`src/sv/dcc_pkg.sv`:
```
// Package for the dispenser countdown controller: types, constants and digit helpers.
package dcc_pkg;

  localparam int unsigned TICK_W  = 16;
  localparam int unsigned ADC_W   = 10;
  localparam int unsigned COUNT_W = 7;
  localparam int unsigned IN_W    = 16;
  localparam int unsigned OUT_W   = 24;
  localparam int unsigned CFG_IDX_W = 2;

  localparam logic [TICK_W-1:0] PRESS_TICKS_RST = 16'd3000;
  localparam logic [TICK_W-1:0] SIGN_TICKS_RST  = 16'd10000;
  localparam logic [TICK_W-1:0] STEP_TICKS_RST  = 16'd1000;

  // Sample thresholds where 2*adc/1020 steps up.
  localparam logic [ADC_W-1:0] ADC_STEP1 = 10'd510;
  localparam logic [ADC_W-1:0] ADC_STEP2 = 10'd1020;

  localparam logic [COUNT_W-1:0] LOAD_BASE = 7'd50;
  localparam logic [COUNT_W-1:0] LOAD_MID  = 7'd60;
  localparam logic [COUNT_W-1:0] LOAD_TOP  = 7'd70;

  typedef enum logic [CFG_IDX_W-1:0] {
    REG_PRESS_TICKS = 2'd0,
    REG_SIGN_TICKS  = 2'd1,
    REG_STEP_TICKS  = 2'd2
  } cfg_reg_t;

  typedef enum logic [1:0] {
    PH_IDLE = 2'd0,
    PH_SIGN = 2'd1,
    PH_RUN  = 2'd2
  } phase_t;

  typedef struct packed {
    logic [3:0] second_ones;
    logic [2:0] second_tens;
    logic [3:0] minute_ones;
    logic [3:0] minute_tens;
    logic       show_on_sign;
    logic       display_enabled;
    logic       motor_on;
  } result_t;

  // Count to load from the sample: 10*(5 + 2*adc/1020).
  function automatic logic [COUNT_W-1:0] load_count(input logic [ADC_W-1:0] adc);
    logic [COUNT_W-1:0] cnt;
    if (adc >= ADC_STEP2) begin
      cnt = LOAD_TOP;
    end else if (adc >= ADC_STEP1) begin
      cnt = LOAD_MID;
    end else begin
      cnt = LOAD_BASE;
    end
    return cnt;
  endfunction

  // Whole seconds of a tenths count: multiply by reciprocal, exact for any 7-bit count.
  function automatic logic [3:0] tenths_to_sec(input logic [COUNT_W-1:0] cnt);
    logic [14:0] prod;
    prod = 15'(cnt) * 15'd205;
    return prod[14:11];
  endfunction

endpackage

```
`src/sv/dispenser_countdown_controller_core.sv`:
```
// Top level of the dispenser countdown controller: press detector, phase timer, digit output.
//
// Usage:
//   in_*  : one item per base tick, tdata = {adc_value, button_low} from bit 0 up.
//   out_* : one result item per input item with motor, display and sign flags and the
//           minute and second digits of the remaining count (tenths of a second).
//   cfg_* : write press_ticks, sign_ticks, step_ticks by index; write only while idle.
// Latency: the result of an item is valid in the cycle after the item is accepted.
// Throughput: one item per clock. The state update and the digit logic sit between the
//   state registers and the output register, so the next item is taken in the cycle
//   the previous result leaves, or while the output register is empty.
// Stall: while out_tready is low and a result waits, in_tready drops and the result holds.
// Reset (rst_n low, synchronous): phase idle, press detector armed, counters zero,
//   registers back to 3000 / 10000 / 1000, output register empty.
// The count never exceeds 70 tenths, so the minute digits and the seconds tens digit
//   stay zero in practice; the seconds tens digit is still derived from the count.
module dispenser_countdown_controller_core (
  input  logic                            clk,
  input  logic                            rst_n,
  input  logic                            in_tvalid,
  output logic                            in_tready,
  input  logic [dcc_pkg::IN_W-1:0]        in_tdata,   // [0] button_low, [10:1] adc_value
  output logic                            out_tvalid,
  input  logic                            out_tready,
  // [0] motor_on, [1] display_enabled, [2] show_on_sign, [6:3] minute_tens,
  // [10:7] minute_ones, [13:11] second_tens, [17:14] second_ones
  output logic [dcc_pkg::OUT_W-1:0]       out_tdata,
  input  logic                            cfg_we,
  input  logic [dcc_pkg::CFG_IDX_W-1:0]   cfg_index,
  input  logic [dcc_pkg::TICK_W-1:0]      cfg_wdata
);
  import dcc_pkg::*;

  // Configuration registers
  logic [TICK_W-1:0] press_ticks_r;
  logic [TICK_W-1:0] sign_ticks_r;
  logic [TICK_W-1:0] step_ticks_r;

  // Controller state
  phase_t             phase_r, phase_nxt;
  logic [TICK_W-1:0]  press_count_r, press_count_nxt;
  logic               press_armed_r, press_armed_nxt;
  logic [TICK_W-1:0]  phase_ticks_r, phase_ticks_nxt;
  logic [COUNT_W-1:0] rem_r, rem_nxt;

  // Output register
  logic               out_tvalid_r;
  result_t            result_r, result_nxt;

  logic               in_accept;
  logic               out_accept;
  logic               button_low;
  logic [ADC_W-1:0]   adc_value;
  logic               toggled;
  logic [TICK_W-1:0]  ticks_inc;
  logic [COUNT_W-1:0] rem_dec;
  logic [COUNT_W-1:0] cnt;
  logic [3:0]         secs;

  assign button_low = in_tdata[0];
  assign adc_value  = in_tdata[ADC_W:1];

  // Take a new item whenever the output register is free or empties this cycle.
  assign in_tready  = !out_tvalid_r || out_tready;
  assign in_accept  = in_tvalid && in_tready;
  assign out_accept = out_tvalid_r && out_tready;

  always_ff @(posedge clk) begin
    if (!rst_n) begin
      press_ticks_r <= PRESS_TICKS_RST;
      sign_ticks_r  <= SIGN_TICKS_RST;
      step_ticks_r  <= STEP_TICKS_RST;
    end else if (cfg_we) begin
      // Ignore writes beyond the register list.
      unique case (cfg_index)
        REG_PRESS_TICKS: press_ticks_r <= cfg_wdata;
        REG_SIGN_TICKS:  sign_ticks_r  <= cfg_wdata;
        REG_STEP_TICKS:  step_ticks_r  <= cfg_wdata;
        default: ;
      endcase
    end
  end

  always_comb begin
    press_count_nxt = press_count_r;
    press_armed_nxt = press_armed_r;
    phase_nxt       = phase_r;
    phase_ticks_nxt = phase_ticks_r;
    rem_nxt         = rem_r;
    toggled         = 1'b0;
    ticks_inc       = phase_ticks_r + 16'd1;
    rem_dec         = (rem_r != '0) ? rem_r - 7'd1 : rem_r;

    // Press detector: release rearms, a long enough hold toggles once.
    if (!button_low) begin
      press_count_nxt = '0;
      press_armed_nxt = 1'b1;
    end else if (press_armed_r) begin
      if (press_count_r >= press_ticks_r) begin
        toggled         = 1'b1;
        press_armed_nxt = 1'b0;
      end else begin
        press_count_nxt = press_count_r + 16'd1;
      end
    end

    if (toggled) begin
      // Turning on enters the sign phase; turning off drops straight to idle.
      if (phase_r == PH_SIGN || phase_r == PH_RUN) begin
        phase_nxt = PH_IDLE;
        rem_nxt   = '0;
      end else begin
        phase_nxt = PH_SIGN;
      end
      phase_ticks_nxt = '0;
    end else begin
      unique case (phase_r)
        PH_SIGN: begin
          phase_ticks_nxt = ticks_inc;
          if (ticks_inc >= sign_ticks_r) begin
            phase_nxt       = PH_RUN;
            phase_ticks_nxt = '0;
            rem_nxt         = load_count(adc_value);
          end
        end
        PH_RUN: begin
          phase_ticks_nxt = ticks_inc;
          if (ticks_inc >= step_ticks_r) begin
            phase_ticks_nxt = '0;
            rem_nxt         = rem_dec;
            if (rem_dec == '0) begin
              phase_nxt = PH_IDLE;
            end
          end
        end
        default: begin
          // Idle, and the unused code, which acts as idle.
          phase_nxt = PH_IDLE;
        end
      endcase
    end

    // Digits from the state after this tick.
    cnt  = (phase_nxt == PH_RUN) ? rem_nxt : '0;
    secs = tenths_to_sec(cnt);

    result_nxt.motor_on        = (phase_nxt == PH_RUN);
    result_nxt.display_enabled = (phase_nxt != PH_IDLE);
    result_nxt.show_on_sign    = (phase_nxt == PH_SIGN);
    // A 7-bit count stays below 600 tenths, so both minute digits are zero.
    result_nxt.minute_tens     = 4'd0;
    result_nxt.minute_ones     = 4'd0;
    result_nxt.second_tens     = (secs >= 4'd10) ? 3'd1 : 3'd0;
    result_nxt.second_ones     = (secs >= 4'd10) ? secs - 4'd10 : secs;
  end

  // Advance the state only on an accepted item.
  always_ff @(posedge clk) begin
    if (!rst_n) begin
      phase_r       <= PH_IDLE;
      press_count_r <= '0;
      press_armed_r <= 1'b1;
      phase_ticks_r <= '0;
      rem_r         <= '0;
    end else if (in_accept) begin
      phase_r       <= phase_nxt;
      press_count_r <= press_count_nxt;
      press_armed_r <= press_armed_nxt;
      phase_ticks_r <= phase_ticks_nxt;
      rem_r         <= rem_nxt;
    end
  end

  always_ff @(posedge clk) begin
    if (!rst_n) begin
      out_tvalid_r <= 1'b0;
    end else if (in_accept) begin
      out_tvalid_r <= 1'b1;
    end else if (out_accept) begin
      out_tvalid_r <= 1'b0;
    end
  end

  always_ff @(posedge clk) begin
    if (in_accept) begin
      result_r <= result_nxt;
    end
  end

  assign out_tvalid = out_tvalid_r;
  assign out_tdata  = {{(OUT_W - $bits(result_t)){1'b0}}, result_r};

`ifndef SYNTH
  // The run phase always holds a nonzero count.
  a_run_count: assert property (@(posedge clk) disable iff (!rst_n)
    (phase_r == PH_RUN) |-> (rem_r != '0))
    else $error("run phase with zero count");

  // Outside the run phase the count is cleared.
  a_idle_count: assert property (@(posedge clk) disable iff (!rst_n)
    (phase_r != PH_RUN) |-> (rem_r == '0))
    else $error("count left over outside run phase");

  // A released button rearms the detector and clears its counter.
  a_release: assert property (@(posedge clk) disable iff (!rst_n)
    (in_accept && !in_tdata[0]) |=> (press_armed_r && press_count_r == '0))
    else $error("release did not rearm press detector");

  // A taken result with no new item empties the output register.
  a_drain: assert property (@(posedge clk) disable iff (!rst_n)
    (out_accept && !in_accept) |=> !out_tvalid_r)
    else $error("output register did not drain");
`endif

endmodule

```
`config.mk`:
```
export PLATFORM = sky130hd
export DESIGN_NAME = dispenser_countdown_controller_core
export DESIGN_NICKNAME = d
export VERILOG_FILES = /design/src/sv/dcc_pkg.sv /design/src/sv/dispenser_countdown_controller_core.sv
export SDC_FILE = /design/constraint.sdc
export NUM_CORES = 1
export LEC_CHECK = 0
export ABC_AREA = 1
export BUFFER_PORTS_ARGS = -buffer_cell sky130_fd_sc_hd__buf_4
export CORE_ASPECT_RATIO = 0.75
export CORE_MARGIN = 5
export CORE_UTILIZATION = 25
export CTS_BUF_LIST = sky130_fd_sc_hd__clkbuf_16
export DETAILED_ROUTE_END_ITERATION = 6
export GPL_ROUTABILITY_DRIVEN = 0
export GPL_TIMING_DRIVEN = 0
export HOLD_SLACK_MARGIN = 0.06
export PLACE_DENSITY = 0.47
export SLEW_MARGIN = 5
export SYNTH_ARGS = -nofsm -noshare
export SYNTH_HDL_FRONTEND = slang
export SYNTH_SLANG_ARGS = --single-unit
```
`constraint.sdc`:
```
create_clock -name clk -period 7.6 [get_ports clk]
set_input_delay 1.14 -clock clk [delete_from_list [all_inputs] [get_ports clk]]
set_output_delay 1.14 -clock clk [all_outputs]
set_load 0.05 [all_outputs]
```
## Word level (Yosys, flattened, before mapping)

Index checks and enable logic that the tools add are counted.

- Bits in registers: 101
- Input bits: 39
- Output and inout port bits: 26
- Word-level logic and storage cells: 81

- Add/subtract/negate cells: 4
- Multipliers: 1
- Magnitude comparators: 6
- Equal/unequal tests: 8
- Mux-type cells: 32
- Reductions and logical operators: 16

Operator list:

| operator | number |
|---|---|
| two-way mux 16 bit | 6 |
| two-way mux 7 bit | 7 |
| >= comparator 16 bit | 3 |
| adder 16 x 1 -> 16 bit (second input constant) | 2 |
| one-hot mux 16 bit (2 select lines) | 1 |
| multiplier 7 x 8 -> 15 bit (second input constant) | 1 |
| one-hot mux 7 bit (2 select lines) | 1 |
| >= comparator 10 bit (second input constant) | 1 |
| >= comparator 10 x 9 -> 1 bit (second input constant) | 1 |
| two-way mux 1 bit | 10 |
| two-way mux 2 bit | 4 |
| two-way mux 4 bit | 2 |
| AND reduction 2 bit | 4 |
| zero test 7 bit | 1 |
| nonzero test 7 bit | 1 |
| subtractor 7 x 1 -> 7 bit (second input constant) | 1 |
| == test 2 x 1 -> 1 bit (second input constant) | 3 |
| == test 2 bit (second input constant) | 3 |
| >= comparator 4 bit (second input constant) | 1 |
| one-hot mux 2 bit (2 select lines) | 1 |
| nonzero test 2 bit | 2 |
| subtractor 4 bit (second input constant) | 1 |
| AND reduction 3 bit | 1 |
| nonzero test 3 bit | 1 |
| 6 further kinds | 8 |

## Logic depth before layout (Yosys ltp)

- Word-level depth: 12
- Depth in mapped cells: 44
- Depth with buffers taken out: 44

## Worst setup path after synthesis

Ideal clock, no wire load.

- Path type: register to register
- Start: register phase_ticks_r[0]
- End: register result_r, in the netlist out_tdata[16], data pin
- Library setup time: 0.255 ns
- Arrival time: 7.073 ns
- Required time: 7.345 ns
- Setup slack: 0.272 ns
- Cell stages (with the launch flop): 39
- Buffers on the path: 0
- Clock period less this slack: 7.328 ns
- Cell sequence: dfxtp_1 > ha_1 > nand3_1 > nor3b_1 > nand3_1 > nor3b_1 > nand3_1 > nor2_1 > xor2_1 > ha_1 > nand2_1 > o21ai_0 > nor2_1 > nand3_1 > nand3_1 > nand2_1 > nor2_1 > nand2_2 > (+3 left out) > fa_1 > inv_1 > ha_1 > inv_1 > fa_1 > inv_1 > ha_1 > a21oi_1 > inv_1 > a21oi_1 > nor4_1 > a2111oi_0 > nand3_1 > and2_4 > ha_1 > inv_1 > nor2_1 > a21oi_2

RTL lines:

| element | line | RTL |
|---|---|---|
| start, declared | dispenser_countdown_controller_core.sv:43 | `logic [TICK_W-1:0] phase_ticks_r, phase_ticks_nxt;` |
| start signal, assigned | dispenser_countdown_controller_core.sv:169 | `phase_ticks_r <= phase_ticks_nxt;` |
| end signal, assigned | dispenser_countdown_controller_core.sv:186 | `result_r <= result_nxt;` |
| end, declared | dispenser_countdown_controller_core.sv:48 | `result_t result_r, result_nxt;` |

==> impl_metrics.env <==
export IMPL_syn_inst=920
export IMPL_fill_cells=2843
export IMPL_grt_pass1_wl_um=29370
export IMPL_critical_path_max_stage_delay_ps=530
export IMPL_status="finished clean"
export IMPL_final_cell_area_sq_mm=0.008501
export IMPL_antenna_found_initial=2
export IMPL_clk_pin_slew_worst_paths_ps=70
export IMPL_final_nets=1153
export IMPL_pwr_density_cell_mw_per_mm2=142.0
export IMPL_synth_seq_cells=99
export IMPL_wl_um=18760
export IMPL_cts_buffer_depth=2
export IMPL_ys_flop_type="dfxtp_1"
export IMPL_start_util_pct=25.36
export IMPL_core_area_sq_mm=0.02700
export IMPL_min_period_over_period_pct=93.57
export IMPL_drt_antenna_violating_nets=0
export IMPL_row_count=52
export IMPL_synth_top_cell_area_share_pct=26.60
export IMPL_peakVddDrop_uv=113.6
export IMPL_end_kind="register"
export IMPL_slew_violations=0
export IMPL_hold_slack_ps=455.9
export IMPL_hp_class="register to register"
export IMPL_num_io_pins=65
export IMPL_synth_mux_area_share_pct=0
export IMPL_area_growth_syn_to_layout_pct=24.14
export IMPL_vias_per_cell=4.402
export IMPL_drive_above_1_share_pct=18.90
export IMPL_die_area_sq_mm=0.03084
export IMPL_reg2reg_to="out_tdata[15]$_DFFE_PP_"
export IMPL_hold_viol=0
export IMPL_synth_top_family_by_area="simple AND/OR/NAND/NOR gates"
export IMPL_critical_path_buf_inv_count=9
export IMPL_grt_busiest_layer="met1"
export IMPL_synth_compound_area_share_pct=15.93
export IMPL_clk_latency_ps=350
export IMPL_clock_sinks=99
export IMPL_dp_hpwl_um=14850
export IMPL_port_buffers=41
export IMPL_ff2ff_setup_slack_ps=490
export IMPL_route_detailed_drc=0
export IMPL_multi_input_area_sq_mm=0.004388
export IMPL_synth_edf_count=8
export IMPL_final_cell_mix="nand2_1 (158), inv_1 (147), buf_4 (87)"
export IMPL_mostFrequentLayoutCell="nand2_1"
export IMPL_synth_distinct_cells=49
export IMPL_use_met2_pct=16.50
export IMPL_start_kind="register"
export IMPL_setup_viol=0
export IMPL_synthArstFlopShare_pct=0
export IMPL_worstRegToRegCells=40
export IMPL_synthSimpleGateAreaFrac_pct=21.49
export IMPL_fin_crit_ps=7112
export IMPL_diodes=0
export IMPL_track_usage_pct=11.81
export IMPL_worst_slew_pin_slew_ps=1005
export IMPL_cellLeakagePower_uw=0.004235
export IMPL_holdPathStages=1
export IMPL_synth_area_leaders="dfxtp_1 (27%), ha_1 (16%), nand2_1 (9.0%)"
export IMPL_synth_area_sq_mm=0.006848
export IMPL_cpMostUsedCell="inv_1"
export IMPL_setup_ws_ps=488.4
export IMPL_cts_tree="built"
export IMPL_ys_warnings_count=0
export IMPL_grt_use_met3_pct=1.737
export IMPL_cpMaxStageDelayCell="fa_1"
export IMPL_synth_top_cell_by_area="dfxtp_1"
export IMPL_finalClockSkew_ps=10.48
export IMPL_placedInstanceArea_sq_mm=0.007651
export IMPL_drtIter0Drc=376
export IMPL_register_area_sq_mm=0.002076
export IMPL_worst_setup_path_type="register to register"
export IMPL_max_cap_violations=0
export IMPL_clock_root_buffer="clkbuf_16"
export IMPL_syn_avg_cell_area_sq_um=7.443
export IMPL_max_freq_mhz=140.6
export IMPL_relSlewSlack_pct=32.99
export IMPL_vias=6039
export IMPL_grt_pass1_vias=5511
export IMPL_crit_arrival_ps=7210
export IMPL_grt_ovfl_total=0
export IMPL_wl_per_cell_um=13.68
export IMPL_place_ws_ps=-1320
export IMPL_cp_depth=40
export IMPL_numCtsBuffers=9
export IMPL_synthAdderAreaFrac_pct=18.60
export IMPL_die_w_um=201.1
export IMPL_min_to="press_count_r[15]$_SDFFE_PN0P_"
export IMPL_ctsHtreeMaxLevel=3
export IMPL_synthXorXnorAreaFrac_pct=2.174
export IMPL_grt_max_degree=18
export IMPL_ys_seq_area_share_pct=30.11
export IMPL_cp_top_family="simple AND/OR/NAND/NOR gates"
export IMPL_worstHoldStart="press_count_r[15]$_SDFFE_PN0P_"
export IMPL_r2r_start="phase_ticks_r[1]$_SDFFE_PN0P_"
export IMPL_cp_required_ps=7700
export IMPL_fp_dieH_um=153.3
export IMPL_first_pass_iters=7
export IMPL_path_max_fanout=5
export IMPL_utilization_pct=31.48
export IMPL_grt_util_met1_pct=18.62
-- worst reg2reg max path, delay by kind of cell (launching register included) --
kind | cells | cell delay, ps
AOI/OAI and AO/OA | 5 | 970
xor gates and xnor gates | 1 | 100
adders and majority gates | 7 | 2200
buffers and inverters | 9 | 870
DFF | 1 | 380
and+or+nand+nor | 18 | 2330
-- registers in the layout (all words and copies together) (netlist names) --
| signal | flops |
|---|---|
| phase_r | 2 |
| rem_r | 7 |
| phase_ticks_r | 16 |
| out_tdata | 8 |
| step_ticks_r | 16 |
| press_count_r | 16 |
| sign_ticks_r | 16 |
| press_ticks_r | 16 |
| out_tvalid | 1 |
| press_armed_r | 1 |
-- routing by layer --
| metal | routed length, um | up-vias |
|---|---|---|
| li1 | - | 3201 |
| met1 | 10310 | 2713 |
| met2 | 7487 | 110 |
| met3 | 699 | 15 |
| met4 | 268 | 0 |
| met5 | 0 | - |
-- stage by stage --
step                std cells  setup TNS (ps)  total power, uW
floorplan                 935               0            709.0
global placement         1327           -4379            770.8
detailed placement       1327           -4487            772.5
CTS                      1355               0             1216
global route             1372          -5.726             1266
finish                   1372               0             1207
-- repair_timing --
action | 4_1_cts | 5_1_grt
buffers inserted | 13 | 17
endpoints found under the setup margin | 4 | 4
hold buffers | 0 | 0
gates resized for setup | 36 | 47
pin swaps | 19 | 30
-- logic make-up (layout without fill, tap and decap cells) --
group                    count (synthesis)  in the layout
AO/OA/AOI/OAI                          184            184
AND/OR/NAND/NOR                        326            326
buffers and inverters                  196            282
XOR/XNOR                                17             17
adder cells (fa/ha/maj)                 97             97
other                                    1             16
flip-flops                              99             99
-- how the worst max path moves through the flow --
| stage | from | end | slack (ps) |
|---|---|---|---|
| floorplan | phase_ticks_r[0]$_SDFFE_PN0P_ | out_tdata[16]$_DFFE_PP_ | 270 |
| detailed placement | phase_ticks_r[0]$_SDFFE_PN0P_ | out_tdata[16]$_DFFE_PP_ | -1320 |
| global placement | phase_ticks_r[0]$_SDFFE_PN0P_ | out_tdata[16]$_DFFE_PP_ | -1280 |
| global route | phase_ticks_r[1]$_SDFFE_PN0P_ | out_tdata[15]$_DFFE_PP_ | -6 |
| finish | phase_ticks_r[1]$_SDFFE_PN0P_ | out_tdata[15]$_DFFE_PP_ | 490 |
| CTS | phase_ticks_r[2]$_SDFFE_PN0P_ | out_tdata[16]$_DFFE_PP_ | 2 |
-- cell usage after synthesis, types with 16 or more instances --
library cell and number:
nor3_1 16, nor2_1 62, buf_4 16, inv_1 151
a22oi_1 17, clkbuf_1 19, o211ai_1 23, o21ai_0 44
nand3_1 41, ha_1 89, nand2_1 164, a21oi_1 77
dfxtp_1 91
-- power by group --
part	internal (uW)	switching [uW]
clock network	222	218
registers	545	12.1
logic	67.7	143
total	834	372
-- final cells by class --
cell class | count | area share [%]
clock buffer | 9 | 2.649
timing repair buffer | 71 | 6.270
multi-input combinational | 640 | 51.62
clock inverter | 6 | 0.5004
inverter | 159 | 7.021
sequential | 99 | 24.42
tap | 351 | 5.166
buffer | 37 | 2.355
(Power assumes the default switching activity.)
